$ cat src/hdl/spd_pkg.sv
// shared constants and decode helpers for the safe path percent decoder
package spd_pkg;

	localparam int unsigned CountW = 15;

	// escape progress
	localparam logic [1:0] PH_IDLE = 2'd0;
	localparam logic [1:0] PH_PCT  = 2'd1;
	localparam logic [1:0] PH_HIGH = 2'd2;

	// first decode error of a path
	localparam logic [1:0] ERR_NONE   = 2'd0;
	localparam logic [1:0] ERR_ESC    = 2'd2;
	localparam logic [1:0] ERR_UNSAFE = 2'd3;

	// final status codes
	localparam logic [2:0] ST_OK        = 3'd0;
	localparam logic [2:0] ST_TOO_LONG  = 3'd1;
	localparam logic [2:0] ST_BAD_ESC   = 3'd2;
	localparam logic [2:0] ST_UNSAFE    = 3'd3;
	localparam logic [2:0] ST_MALFORMED = 3'd4;

	localparam logic [CountW-1:0] COUNT_SAT  = '1;
	localparam logic [CountW-1:0] MAX_RESET  = 15'd16384;

	localparam logic [7:0] CH_PCT   = 8'h25;
	localparam logic [7:0] CH_SLASH = 8'h2f;
	localparam logic [7:0] CH_DOT   = 8'h2e;
	localparam logic [7:0] CH_BSL   = 8'h5c;
	localparam logic [7:0] CH_DEL   = 8'h7f;
	localparam logic [7:0] CH_CTL   = 8'h1f;

	// bit 4 is the valid flag, bits 3:0 the nibble
	function automatic logic [4:0] hex_value(input logic [7:0] c);
		logic [4:0] r;
		r = '0;
		if (c >= 8'h30 && c <= 8'h39) begin
			r = {1'b1, 4'(c - 8'h30)};
		end else if (c >= 8'h41 && c <= 8'h46) begin
			r = {1'b1, 4'(c - 8'h37)};
		end else if (c >= 8'h61 && c <= 8'h66) begin
			r = {1'b1, 4'(c - 8'h57)};
		end
		return r;
	endfunction

	// empty segment, "." or ".."
	function automatic logic seg_is_bad(input logic [1:0] len, input logic all_dots);
		return (len == 2'd0) || (all_dots && len != 2'd3);
	endfunction

endpackage

$ cat src/hdl/safe_path_percent_decoder_top.sv
// safe path percent decoder: input stage, per-path state and result register
// path: a byte is registered in the input stage, then its result in the result register
// throughput: one byte per cycle when not stalled; the input stage and result register
// each hold one item, so while a result is stalled one more byte can still enter
// bytes that give no result (a '%' or an escape digit) pass through the input stage too
// reset: arst_n clears all path state, both stages, and sets the length limit to 16384
module safe_path_percent_decoder_top (
	input  logic        clk,
	input  logic        arst_n,
	input  logic        cfg_valid,
	output logic        cfg_ready,
	input  logic [14:0] cfg_data,
	input  logic        in_valid,
	output logic        in_ready,
	input  logic [7:0]  in_byte,
	input  logic        in_last,
	output logic        out_valid,
	input  logic        out_ready,
	output logic [7:0]  out_byte,
	output logic        out_byte_valid,
	output logic        path_done,
	output logic [2:0]  status
);

	logic [14:0] max_q;
	logic        valid_s1;
	logic [7:0]  byte_s1;
	logic        last_s1;

	logic [1:0]  phase_q;
	logic [3:0]  high_q;
	logic [14:0] cnt_q;
	logic        any_q;
	logic [1:0]  err_q;
	logic [1:0]  seg_len_q;
	logic        seg_dots_q;
	logic        seg_bad_q;

	logic [1:0]  phase_d;
	logic [3:0]  high_d;
	logic [14:0] cnt_d;
	logic        any_d;
	logic [1:0]  err_d;
	logic [1:0]  seg_len_d;
	logic        seg_dots_d;
	logic        seg_bad_d;

	logic [7:0]  ch;
	logic        have;
	logic        escaped;
	logic        emit;
	logic        too_long;
	logic [4:0]  hex;
	logic [2:0]  st_d;
	logic        adv;
	logic        produce;

	assign cfg_ready = 1'b1;
	assign adv       = valid_s1 && (!out_valid || out_ready);
	assign in_ready  = !valid_s1 || adv;
	assign produce   = emit || last_s1;

	always_ff @(posedge clk or negedge arst_n) begin
		if (!arst_n) begin
			max_q <= spd_pkg::MAX_RESET;
		end else if (cfg_valid) begin
			max_q <= cfg_data;
		end
	end

	always_comb begin
		phase_d    = phase_q;
		high_d     = high_q;
		any_d      = any_q;
		err_d      = err_q;
		seg_len_d  = seg_len_q;
		seg_dots_d = seg_dots_q;
		seg_bad_d  = seg_bad_q;
		ch         = '0;
		have       = 1'b0;
		escaped    = 1'b0;
		emit       = 1'b0;
		st_d       = spd_pkg::ST_OK;
		hex        = spd_pkg::hex_value(byte_s1);
		cnt_d      = (cnt_q != spd_pkg::COUNT_SAT) ? cnt_q + 15'd1 : cnt_q;
		too_long   = cnt_d > max_q;

		if (!too_long && err_q == spd_pkg::ERR_NONE) begin
			case (phase_q)
				spd_pkg::PH_IDLE: begin
					if (byte_s1 == spd_pkg::CH_PCT) begin
						phase_d = spd_pkg::PH_PCT;
					end else begin
						ch   = byte_s1;
						have = 1'b1;
					end
				end
				spd_pkg::PH_PCT: begin
					if (hex[4]) begin
						high_d  = hex[3:0];
						phase_d = spd_pkg::PH_HIGH;
					end else begin
						err_d   = spd_pkg::ERR_ESC;
						phase_d = spd_pkg::PH_IDLE;
					end
				end
				default: begin
					if (hex[4]) begin
						ch      = {high_q, hex[3:0]};
						escaped = 1'b1;
						have    = 1'b1;
					end else begin
						err_d = spd_pkg::ERR_ESC;
					end
					phase_d = spd_pkg::PH_IDLE;
				end
			endcase

			if (have) begin
				if (ch <= spd_pkg::CH_CTL || ch == spd_pkg::CH_DEL || ch == spd_pkg::CH_BSL ||
						(ch == spd_pkg::CH_SLASH && (escaped || !any_q))) begin
					err_d = spd_pkg::ERR_UNSAFE;
				end else begin
					emit  = 1'b1;
					any_d = 1'b1;
					if (ch == spd_pkg::CH_SLASH) begin
						if (spd_pkg::seg_is_bad(seg_len_q, seg_dots_q)) begin
							seg_bad_d = 1'b1;
						end
						seg_len_d  = 2'd0;
						seg_dots_d = 1'b1;
					end else begin
						if (seg_len_q != 2'd3) begin
							seg_len_d = seg_len_q + 2'd1;
						end
						if (ch != spd_pkg::CH_DOT) begin
							seg_dots_d = 1'b0;
						end
					end
				end
			end
		end

		if (last_s1) begin
			if (too_long) begin
				st_d = spd_pkg::ST_TOO_LONG;
			end else if (err_d != spd_pkg::ERR_NONE) begin
				st_d = {1'b0, err_d};
			end else if (phase_d != spd_pkg::PH_IDLE) begin
				st_d = spd_pkg::ST_BAD_ESC;
			end else if (seg_bad_d || spd_pkg::seg_is_bad(seg_len_d, seg_dots_d)) begin
				st_d = spd_pkg::ST_MALFORMED;
			end
		end
	end

	// input stage
	always_ff @(posedge clk or negedge arst_n) begin
		if (!arst_n) begin
			valid_s1 <= 1'b0;
		end else if (in_ready) begin
			valid_s1 <= in_valid;
		end
	end

	always_ff @(posedge clk) begin
		if (in_ready && in_valid) begin
			byte_s1 <= in_byte;
			last_s1 <= in_last;
		end
	end

	// per-path state, back to reset values after the last byte
	always_ff @(posedge clk or negedge arst_n) begin
		if (!arst_n) begin
			phase_q    <= spd_pkg::PH_IDLE;
			high_q     <= '0;
			cnt_q      <= '0;
			any_q      <= 1'b0;
			err_q      <= spd_pkg::ERR_NONE;
			seg_len_q  <= '0;
			seg_dots_q <= 1'b1;
			seg_bad_q  <= 1'b0;
		end else if (adv) begin
			if (last_s1) begin
				phase_q    <= spd_pkg::PH_IDLE;
				high_q     <= '0;
				cnt_q      <= '0;
				any_q      <= 1'b0;
				err_q      <= spd_pkg::ERR_NONE;
				seg_len_q  <= '0;
				seg_dots_q <= 1'b1;
				seg_bad_q  <= 1'b0;
			end else begin
				phase_q    <= phase_d;
				high_q     <= high_d;
				cnt_q      <= cnt_d;
				any_q      <= any_d;
				err_q      <= err_d;
				seg_len_q  <= seg_len_d;
				seg_dots_q <= seg_dots_d;
				seg_bad_q  <= seg_bad_d;
			end
		end
	end

	// result register
	always_ff @(posedge clk or negedge arst_n) begin
		if (!arst_n) begin
			out_valid <= 1'b0;
		end else if (adv && produce) begin
			out_valid <= 1'b1;
		end else if (out_ready) begin
			out_valid <= 1'b0;
		end
	end

	always_ff @(posedge clk) begin
		if (adv && produce) begin
			out_byte       <= emit ? ch : 8'd0;
			out_byte_valid <= emit;
			path_done      <= last_s1;
			status         <= st_d;
		end
	end

	a_result_nonempty: assert property (@(posedge clk) disable iff (!arst_n)
		out_valid |-> (out_byte_valid || path_done))
		else $error("result with neither byte nor done");

	a_status_only_done: assert property (@(posedge clk) disable iff (!arst_n)
		(out_valid && !path_done) |-> (status == spd_pkg::ST_OK))
		else $error("status set on a non-final result");

	a_byte_zero: assert property (@(posedge clk) disable iff (!arst_n)
		(out_valid && !out_byte_valid) |-> (out_byte == 8'd0))
		else $error("byte not zero without a decoded byte");

	a_error_no_escape: assert property (@(posedge clk) disable iff (!arst_n)
		(err_q != spd_pkg::ERR_NONE) |-> (phase_q == spd_pkg::PH_IDLE))
		else $error("escape pending after a decode error");

	a_path_restart: assert property (@(posedge clk) disable iff (!arst_n)
		(adv && last_s1) |=> (cnt_q == 15'd0 && err_q == spd_pkg::ERR_NONE && !any_q))
		else $error("path state not cleared after last byte");

endmodule

$ cat config.mk
export PLATFORM = sky130hd
export DESIGN_NAME = safe_path_percent_decoder_top
export DESIGN_NICKNAME = d
export VERILOG_FILES = /design/src/hdl/spd_pkg.sv /design/src/hdl/safe_path_percent_decoder_top.sv
export SDC_FILE = /design/constraint.sdc
export NUM_CORES = 1
export LEC_CHECK = 0
export BUFFER_PORTS_ARGS = -buffer_cell sky130_fd_sc_hd__buf_2
export CORE_UTILIZATION = 53
export DETAILED_ROUTE_END_ITERATION = 7
export PLACE_DENSITY = 0.78
export RECOVER_POWER = 25
export SYNTH_ARGS = -nofsm -noshare
export SYNTH_HDL_FRONTEND = slang
export SYNTH_SLANG_ARGS = --single-unit
$ cat constraint.sdc
create_clock -name clk -period 5 [get_ports clk]
set_input_delay 0 -clock clk [delete_from_list [all_inputs] [get_ports clk]]
set_output_delay 0 -clock clk [all_outputs]
set_load 0.01 [all_outputs]
* Word level (Yosys, flattened, before mapping)
Cells that the tools add are included. W data, S select, Z words.
Storage, ports and cells: output and inout port bits 16, bits in registers 67, word-level logic and storage cells 145, input bits 29
Operators by class: reductions and logical operators 41, order comparisons 8, equality and inequality tests 10, $add $sub $neg 5, multiplexer cells 61, bitwise logic cells 1
Operators with widths (count):
- $mux W2 | 18
- $mux W15 | 2
- $mux W1 | 27
- $mux W8 | 3
- $eq A8 B6 Y1 const B | 2
- $eq A8 B7 Y1 const B | 2
- $ge A8 B7 Y1 const B | 2
- $le A8 B7 Y1 const B | 2
- $mux W4 | 4
- $pmux W8 S2 | 1
- $add A15 B1 Y15 const B | 1
- $gt A15 B15 Y1 | 1
- $mux W5 | 3
- $ne A15 B15 Y1 const B | 1
- $reduce_bool A2 Y1 | 7
- $logic_and A1 B1 Y1 | 10
- $logic_or A1 B1 Y1 | 10
- $ge A8 B6 Y1 const B | 1
- $le A8 B5 Y1 const B | 1
- $le A8 B6 Y1 const B | 1
- $logic_not A2 Y1 | 4
- $ne A8 B6 Y1 const B | 1
- $reduce_and A4 Y1 | 2
- $sub A4 B3 Y4 const B | 2
- other kinds (12) | 18

* Depth between registers and ports, before layout
Gate-level depths: netlist of run 1.
word-level depth 23, depth in mapped cells 17, gate-level depth less buffers 17

* Least setup slack after synthesis of run 1
Ideal clock, no wire load.
path kind register to register, from reg cnt_q[0], to reg out_byte[0] (enable), library setup time 387 ps, path slack 161 ps, arrival time 4452 ps, required time 4613 ps, cell stages (with the launch flop) 17, clock period less this slack 4839 ps, buffers on the path 1, cells stage by stage dfrtp_1 > ha_1 > nand3_1 > or2_2 > nor3_1 > nor3_1 > and3_1 > xor2_1 > ha_1 > a211oi_1 > nor2_1 > nor4_1 > a211oi_1 > nor3_1 > nand3_1 > clkbuf_1 > a21oi_1
Between the ends: word-level cells in the longest chain between the ends 8, elaborated cells on any way between the ends 9, classes of those cells 1 x add/sub; 1 x order compare; 1 x eq/ne; 2 x mux; 4 x reduce/logical
RTL lines:
- start: declaration | RTL line safe_path_percent_decoder_top.sv:32 | logic [14:0] cnt_q;
- start signal: assignment | RTL line safe_path_percent_decoder_top.sv:197 | cnt_q <= cnt_d;
- $add A15 B1 Y15 / $ne A15 B15 Y1 (equally long branches) | RTL line safe_path_percent_decoder_top.sv:85 | cnt_d = (cnt_q != spd_pkg::COUNT_SAT) ? cnt_q + 15'd1 : cnt_q;
- $mux W15 (*) | RTL line safe_path_percent_decoder_top.sv:85
- $gt A15 B15 Y1 (*) | RTL line safe_path_percent_decoder_top.sv:86 | too_long = cnt_d > max_q;
- $logic_not A1 Y1 (*) | RTL line safe_path_percent_decoder_top.sv:88 | if (!too_long && err_q == spd_pkg::ERR_NONE) begin
- $logic_and A1 B1 Y1 (*) | RTL line safe_path_percent_decoder_top.sv:88
- $mux W1 (*) | RTL line safe_path_percent_decoder_top.sv:88
- $logic_or A1 B1 Y1 (*) | RTL line safe_path_percent_decoder_top.sv:61 | assign produce = emit || last_s1;
- $logic_and A1 B1 Y1 (*) | RTL line safe_path_percent_decoder_top.sv:219 | if (adv && produce) begin
- end signal: assignment | RTL line safe_path_percent_decoder_top.sv:220 | out_byte <= emit ? ch : 8'd0;
- end: declaration | RTL line safe_path_percent_decoder_top.sv:19 | output logic [7:0] out_byte,
Every way passes the cells marked *; elsewhere a longest branch is shown, timed or not. A chain may end at the register's enable or synchronous reset.

* Final worst setup path of run 1
from reg cnt_q[0], to reg status[2], data pin
Between the ends: word-level cells in the longest chain between the ends 11, elaborated cells on any way between the ends 20, classes of those cells 1 x add/sub; 1 x order compare; 2 x eq/ne; 7 x mux; 9 x reduce/logical
RTL lines:
- $add A15 B1 Y15 / $ne A15 B15 Y1 (equally long branches) | RTL line safe_path_percent_decoder_top.sv:85
- $mux W15 (*) | RTL line safe_path_percent_decoder_top.sv:85
- $gt A15 B15 Y1 (*) | RTL line safe_path_percent_decoder_top.sv:86
- $logic_not A1 Y1 | RTL line safe_path_percent_decoder_top.sv:88
- $logic_and A1 B1 Y1 | RTL line safe_path_percent_decoder_top.sv:88
- $mux W2 | RTL line safe_path_percent_decoder_top.sv:88
- $ne A2 B2 Y1 | RTL line spd_pkg.sv:49 | return (len == 2'd0) || (all_dots && len != 2'd3);
- $logic_and A1 B1 Y1 | RTL line spd_pkg.sv:49
- $logic_or A1 B1 Y1 | RTL line spd_pkg.sv:49
- $logic_or A1 B1 Y1 | RTL line safe_path_percent_decoder_top.sv:151 | end else if (seg_bad_d || spd_pkg::seg_is_bad(seg_len_d, seg_dots_d)) begin
- $mux W3 | RTL line safe_path_percent_decoder_top.sv:151
- end signal: assignment | RTL line safe_path_percent_decoder_top.sv:223 | status <= st_d;
- end: declaration | RTL line safe_path_percent_decoder_top.sv:22 | output logic [2:0] status
Marks and branches as above.

==> flow_summary_export.csv, run 1 <==
group,metric,value,unit
timing,hold_viol,0,
global_route,grtUsageTotal,0.242,
floorplan,start_util,0.552,
timing,period_minus_slack,4.61,ns
global_route,grt_max_degree,46,
placed_design,buffer_ports.inserted,43,
yosys,synth-edff-count,22,
yosys,synth_warnings,0,
power_and_ir_drop,switchingPower,441,uW
timing,fin_tns_setup,0,ns
floorplan,rows,30,
global_route,grt_pass1_vias,2934,
power_and_ir_drop,power_density,326,nW/um2
timing,finalCritPeriodShare,0.921,
power_and_ir_drop,netSwitchingFraction,0.296,
layout,drive_gt1_frac,0.137,
cts,cts_setup_buffers,0,
global_route,gr-total-overflow,0,
cts,cts_resized,0,
yosys,syn-instance-count,388,
worst_setup_path,required,5.15,ns
worst_setup_path,cp-end-kind,"flip-flop",
worst_setup_path,critical_path_class,"flip-flop to flip-flop",
cts,cts.sinks,67,
worst_setup_path,startpoint_type,"flip-flop",
yosys,yosysUniqueCellTypes,66,
run_status,status,"completed",
cts,cts_tree,"yes",
cts,hold_buffers,28,
cts,cts_max_level,3,
yosys,yosys-top-cells-area,"dfrtp_1 (28%), edfxtp_1 (17%), ha_1 (6.3%)",
yosys,synth_seq_cells,67,
timing,grt_setup_unrepaired,"no",
yosys,yosysTopAreaCellShare,0.284,
power_and_ir_drop,p_total,1490,uW
cts,cts_buffers,9,
floorplan,io_pins,45,
yosys,synth_top_cell_by_area,"dfrtp_1",
global_route,grt_first_pass_wirelength,13.7,mm
hold_path,timing.hold.worst.class,"primary input to flip-flop",
routing,drt_iter0_drc,242,
power_and_ir_drop,intPower,1050,uW
yosys,yosysSeqAreaShare,0.472,
timing,skew,0.00994,ns
floorplan,die_x,86.6,um
power_and_ir_drop,power.leakage,0.00205,uW
cts,ctsLongestPathBuffers,2,
routing,first_pass_iters,5,
worst_setup_path,crit_path_max_incr_delay,0.58,ns
timing,setup_viol,0,
yosys,synthFlopType,"dfrtp_1",
yosys,synthArstFlopShare,0.672,
layout,fin_cells,564,
worst_setup_path,path_cells,"ha_1 -> nand3_1 -> or2_2 -> nor3_1 -> buf_4 -> nor3_1 -> and3_1 -> xor2_1 -> ha_1 -> nand4_1 -> a21oi_1 -> nor4_1 -> a211oi_1 -> nor3_1 -> a41oi_1 -> or3_1 -> a2111oi_2",
timing,clock.fmax,217,MHz
run,drv_cap,0,
power_and_ir_drop,ir_drop,0.236,mV
cts,path_clk_slew,0.07,ns
yosys,synthTopCellsByCount,"nand2_1 (49), dfrtp_1 (43), o21ai_0 (32)",
yosys,synth_nets,436,
routing,num_vias,3172,
power_and_ir_drop,pwr-share-clk,0.315,
worst_setup_path,crit_slowest_cell,"nor3_1",
cts,cts_root_buf,"clkbuf_8",
layout,antenna_cells,0,
power_and_ir_drop,p_comb_frac,0.217,
timing,maxSlewHeadroom,0.240,
routing,post_drt_wl_per_cell,14.6,um
floorplan,coreArea,6870,um2
layout,area_delta_synth_final,20.7,%
placed_design,place_congestion,0.877,
routing,drc,0,
yosys,post_synth.cell_area_avg,9.77,um2
worst_setup_path,arrival,4.76,ns
layout,final_nets,511,
cts,clock_latency,0.35,ns
routing,wl,8.26,mm
power_and_ir_drop,seq_power_share,0.467,
floorplan,die_y,86.6,um
worst_setup_path,path_common_cell,"nor3_1",
floorplan,die-area,7490,um2
yosys,synth.most_common_cell,"nand2_1",
global_route,antenna_found_initial,0,
routing,drtAntennaViolNets,0,
routing,routed_via_density,5.62,
timing,drv_slew,0,
yosys,netlist_area,3790,um2
placed_design,placed_cells,520,
worst_setup_path,path_max_fanout,8,
timing,tightest_slew,1.14,ns
placed_design,dpl.hpwl,5.69,mm
## worst paths after layout
path,start,cells after the start,slack [ns],to
worst max register to register,cnt_q[0],17,0.39,status[2]
worst min register to register,any_q,1,0.51,any_q
worst max-delay path,cnt_q[0],17,0.39,status[2]
worst min-delay path,cfg_valid,3,0.07,max_q[14]
min in group asynchronous,arst_n,2,0.36,max_q[1]
max in group asynchronous,arst_n,2,4.01,any_q
## cells by family after synthesis
logic type                 after synthesis  share of synthesized area
adders and majority gates               19                     0.0627
buffers and inverters                   34                     0.0366
xor gates and xnor gates                10                     0.0231
and+or+nand+nor                        143                      0.192
AOI/OAI and AO/OA                      110                      0.201
other                                    1                   0.000989
muxes                                    4                     0.0112
DFF                                     67                      0.472
## registers in the layout, indices dropped and copies added (netlist names)
signal / cells
seg_dots_q: 1
path_done: 1
cnt_q: 15
byte_s1: 8
out_byte_valid: 1
seg_bad_q: 1
err_q: 2
last_s1: 1
status: 3
max_q: 15
any_q: 1
seg_len_q: 2
high_q: 4
out_byte: 8
phase_q: 2
out_valid: 1
valid_s1: 1
## stage by stage
step / area [um2] / worst slack [ns] / hold slack (ns) / util
CTS: 4590 / 0.420 / 0.0550 / 0.668
global placement: 4100 / 0.552 / 0.176 / 0.597
detailed placement: 4100 / 0.432 / 0.178 / 0.597
finish: 4570 / 0.395 / 0.0738 / 0.666
global route: 4570 / 0.0295 / 0.123 / 0.666
floorplan: 3790 / 0.161 / -0.296 / -
## routing by layer
metal / part of all wire / GRT usage / vias to the layer above
met2: 0.45 / 0.365 / 100
met4: 0.022 / 0.118 / 0
met5: 0 / 0 / -
met1: 0.48 / 0.342 / 1492
met3: 0.049 / 0.0390 / 16
li1: - / - / 1564
## worst max-delay path: cells and delay by family (launching register included)
family / cells / cell delay, ns
AO/OA/AOI/OAI: 4 / 0.80
XOR/XNOR: 1 / 0.16
buffers and inverters: 1 / 0.16
flip-flops: 1 / 0.44
adder cells (fa/ha/maj): 2 / 0.50
AND/OR/NAND/NOR: 9 / 2.37
## area by class of cell
class                   instances  area, um2
fillers                       560       2300
multi-input cells             287       1860
well taps                      96        120
clock buffers                  15        176
repair buffers                 75        509
flip-flops and latches         67       1790
clock inverters                 1       30.0
inverters                      23       86.3
## power groups by stage
| stage | sequential (uW) | clock [uW] | combinational, uW |
|---|---|---|---|
| after global placement | 702 | 0 | 297 |
| after detailed placement | 704 | 0 | 306 |
| after CTS | 694 | 476 | 327 |
| final | 696 | 470 | 323 |
| after floorplan | 704 | 0 | 200 |
| after global routing | 704 | 501 | 362 |
## cell usage in the layout, fill, tap and decap left out, types with 6 or more instances in the layout
| cell type | Yosys | routed |
|---|---|---|
| a21oi_1 | 20 | 20 |
| a22o_1 | 12 | 12 |
| buf_2 | 0 | 30 |
| clkbuf_1 | 9 | 16 |
| clkbuf_8 | 0 | 12 |
| dfrtp_1 | 43 | 43 |
| dlygate4sd3_1 | 0 | 28 |
| edfxtp_1 | 22 | 22 |
| ha_1 | 19 | 19 |
| inv_1 | 23 | 23 |
| nand2_1 | 49 | 49 |
| nand3_1 | 15 | 15 |
| nor2_1 | 26 | 26 |
| nor3_1 | 11 | 11 |
| o21ai_0 | 32 | 32 |
| xnor2_1 | 6 | 6 |
Note: power is estimated with default switching activity, not from simulation.
==> run 2: changes to the inputs <==
CELL_PAD_IN_SITES_DETAIL_PLACEMENT = 2   (was unset)
CELL_PAD_IN_SITES_GLOBAL_PLACEMENT = 2   (was unset)
CORE_UTILIZATION = 33   (was 53)
PLACE_DENSITY = 0.77   (was 0.78)
RECOVER_POWER = 50   (was 25)
==> run 2 against run 1 <==
The flow now finishes with violations (capacitance limit, slew limit). Design area grew 3.5%. Largest power group unchanged. Sequential power grew 1%. Combinational power grew 9.0%. Sequential share of layout area shrank 1.3 points. Die area grew 59%. Register-to-register slack lost 0.11 ns. Critical path type unchanged. Fmax shrank 2.3%. Highest routed layer unchanged. Clock skew shrank 0.0048 ns.
==> flow_summary_export.csv, run 2 (synthesized netlist as in run 1, its figures left out) <==
group,metric,value,unit
global_route,antenna_found_initial,0,
timing,clock.fmax,212,MHz
global_route,gr-total-overflow,0,
routing,wl,11.6,mm
floorplan,die-area,11900,um2
global_route,grt_max_degree,46,
worst_setup_path,startpoint_type,"flip-flop",
layout,final_nets,514,
global_route,grtUsageTotal,0.214,
power_and_ir_drop,ir_drop,0.137,mV
timing,skew,0.00509,ns
timing,hold_viol,0,
layout,final_cell_mix,"nand2_1 (49), dfrtp_1 (43), o21ai_0 (32)",
timing,finalCritPeriodShare,0.943,
run,drv_cap,1,
routing,num_vias,3301,
worst_setup_path,crit_path_max_incr_delay,0.46,ns
cts,cts_max_level,3,
timing,setup_viol,0,
worst_setup_path,arrival,4.99,ns
run_status,violations,"capacitance limit, slew limit",
worst_setup_path,path_max_fanout,6,
worst_setup_path,path_cells,"ha_1 -> nand3_1 -> or2_2 -> nor3_1 -> buf_4 -> nor2_1 -> nand3_1 -> xnor2_1 -> ha_1 -> a21oi_1 -> o21ai_0 -> a221oi_1 -> a211oi_2 -> or3_1 -> nor4b_1 -> buf_4 -> o21ai_1 -> a211oi_2 -> a21o_1",
floorplan,coreArea,11000,um2
placed_design,dpl.hpwl,7.97,mm
layout,layout_commonest_cell,"nand2_1",
timing,tightest_slew,2.56,ns
timing,fin_tns_setup,0,ns
cts,cts.sinks,67,
run_status,status,"finished, violations left",
layout,drive_gt1_frac,0.146,
floorplan,start_util,0.344,
floorplan,io_pins,45,
worst_setup_path,cp-end-kind,"flip-flop",
layout,fin_cells,611,
placed_design,buffer_ports.inserted,43,
worst_setup_path,path_buf_inv,2,
power_and_ir_drop,power.leakage,0.00210,uW
cts,ctsLongestPathBuffers,2,
worst_setup_path,ff2ff_path_depth,19,
global_route,grt_pass1_vias,3623,
power_and_ir_drop,power_density,346,nW/um2
cts,cts_root_buf,"clkbuf_16",
timing,maxSlewHeadroom,-0.704,
routing,post_drt_wl_per_cell,19.1,um
layout,area_delta_synth_final,24.9,%
timing,period_minus_slack,4.72,ns
cts,cts_buffers,9,
worst_setup_path,cp_num_cells,19,
floorplan,die_y,109,um
cts,clock_latency,0.34,ns
timing,grt_setup_unrepaired,"no",
cts,cts_tree,"yes",
worst_setup_path,required,5.28,ns
worst_setup_path,path_delay_family,"simple AND/OR/NAND/NOR gates",
cts,path_clk_slew,0.06,ns
global_route,grt_first_pass_wirelength,19.0,mm
worst_setup_path,crit_slowest_cell,"dfrtp_1",
routing,drtAntennaViolNets,0,
layout,reg_top3,"cnt_q (15), max_q (15)",
placed_design,dpl_cell_area,4180,um2
hold_path,timing.hold.worst.class,"primary input to flip-flop",
routing,drt_iter0_drc,104,
placed_design,placed_cells,567,
hold_path,min_path_cells,3,
floorplan,die_x,109,um
placed_design,place_congestion,0.822,
layout,fin_util,0.429,
routing,routed_via_density,5.40,
layout,final_area,4730,um2
worst_setup_path,critical_path_class,"flip-flop to flip-flop",
routing,first_pass_iters,4,
routing,drc,0,
layout,antenna_cells,0,
floorplan,rows,38,
timing,drv_slew,46,
run 2: tightest hold or removal path: stages:
cell and delay [ns]:
buf_2 0.24, nand2_1 0.11, o21ai_0 0.07
run 2: through the flow:
step                hold slack (ns)  power (uW)  setup WS, ns
floorplan                    -0.296         903         0.161
global placement              0.177        1020         0.626
detailed placement            0.178        1040         0.220
CTS                           0.102        1650        0.0792
global route                  0.181        1720       0.00607
finish                        0.109        1640         0.285
run 2: power breakdown:
| part | leakage [uW] | internal (uW) | switching [uW] |
|---|---|---|---|
| clock network | 0.000133 | 347 | 234 |
| registers | 0.000795 | 646 | 58.3 |
| logic | 0.00117 | 137 | 214 |
| total | 0.00210 | 1130 | 506 |
run 2: metal layers:
| metal | routed length [um] | track usage | up-vias | share of wire |
|---|---|---|---|---|
| li1 | - | - | 1574 | - |
| met1 | 5320 | 0.273 | 1661 | 0.46 |
| met2 | 5790 | 0.365 | 45 | 0.50 |
| met3 | 288 | 0.0317 | 21 | 0.025 |
| met4 | 245 | 0.0792 | 0 | 0.021 |
| met5 | 0 | 0 | - | 0 |
run 2: timing repair:
action                                 CTS  global route
buffers inserted                         0             0
endpoints found under the hold margin   69             0
gates resized for setup                  0             5
setup endpoints to repair                0            23
hold buffers                            28             0
run 2: layout make-up:
type | count | area, um2
well taps | 140 | 175
clock inverters | 3 | 15.0
fillers | 1205 | 6300
inverters | 23 | 86.3
flip-flops and latches | 67 | 1790
clock buffers | 13 | 250
multi-input cells | 287 | 1890
repair buffers | 78 | 528
run 2: worst paths after layout:
| check | startpoint | to | slack [ns] |
|---|---|---|---|
| worst max register to register | cnt_q[0] | high_q[3] | 0.28 |
| worst max-delay path | cnt_q[0] | high_q[3] | 0.28 |
| worst min register to register | any_q | any_q | 0.51 |
| worst min-delay path | cfg_valid | max_q[14] | 0.11 |
| max in group asynchronous | arst_n | cnt_q[3] | 2.54 |
| min in group asynchronous | arst_n | max_q[9] | 1.00 |
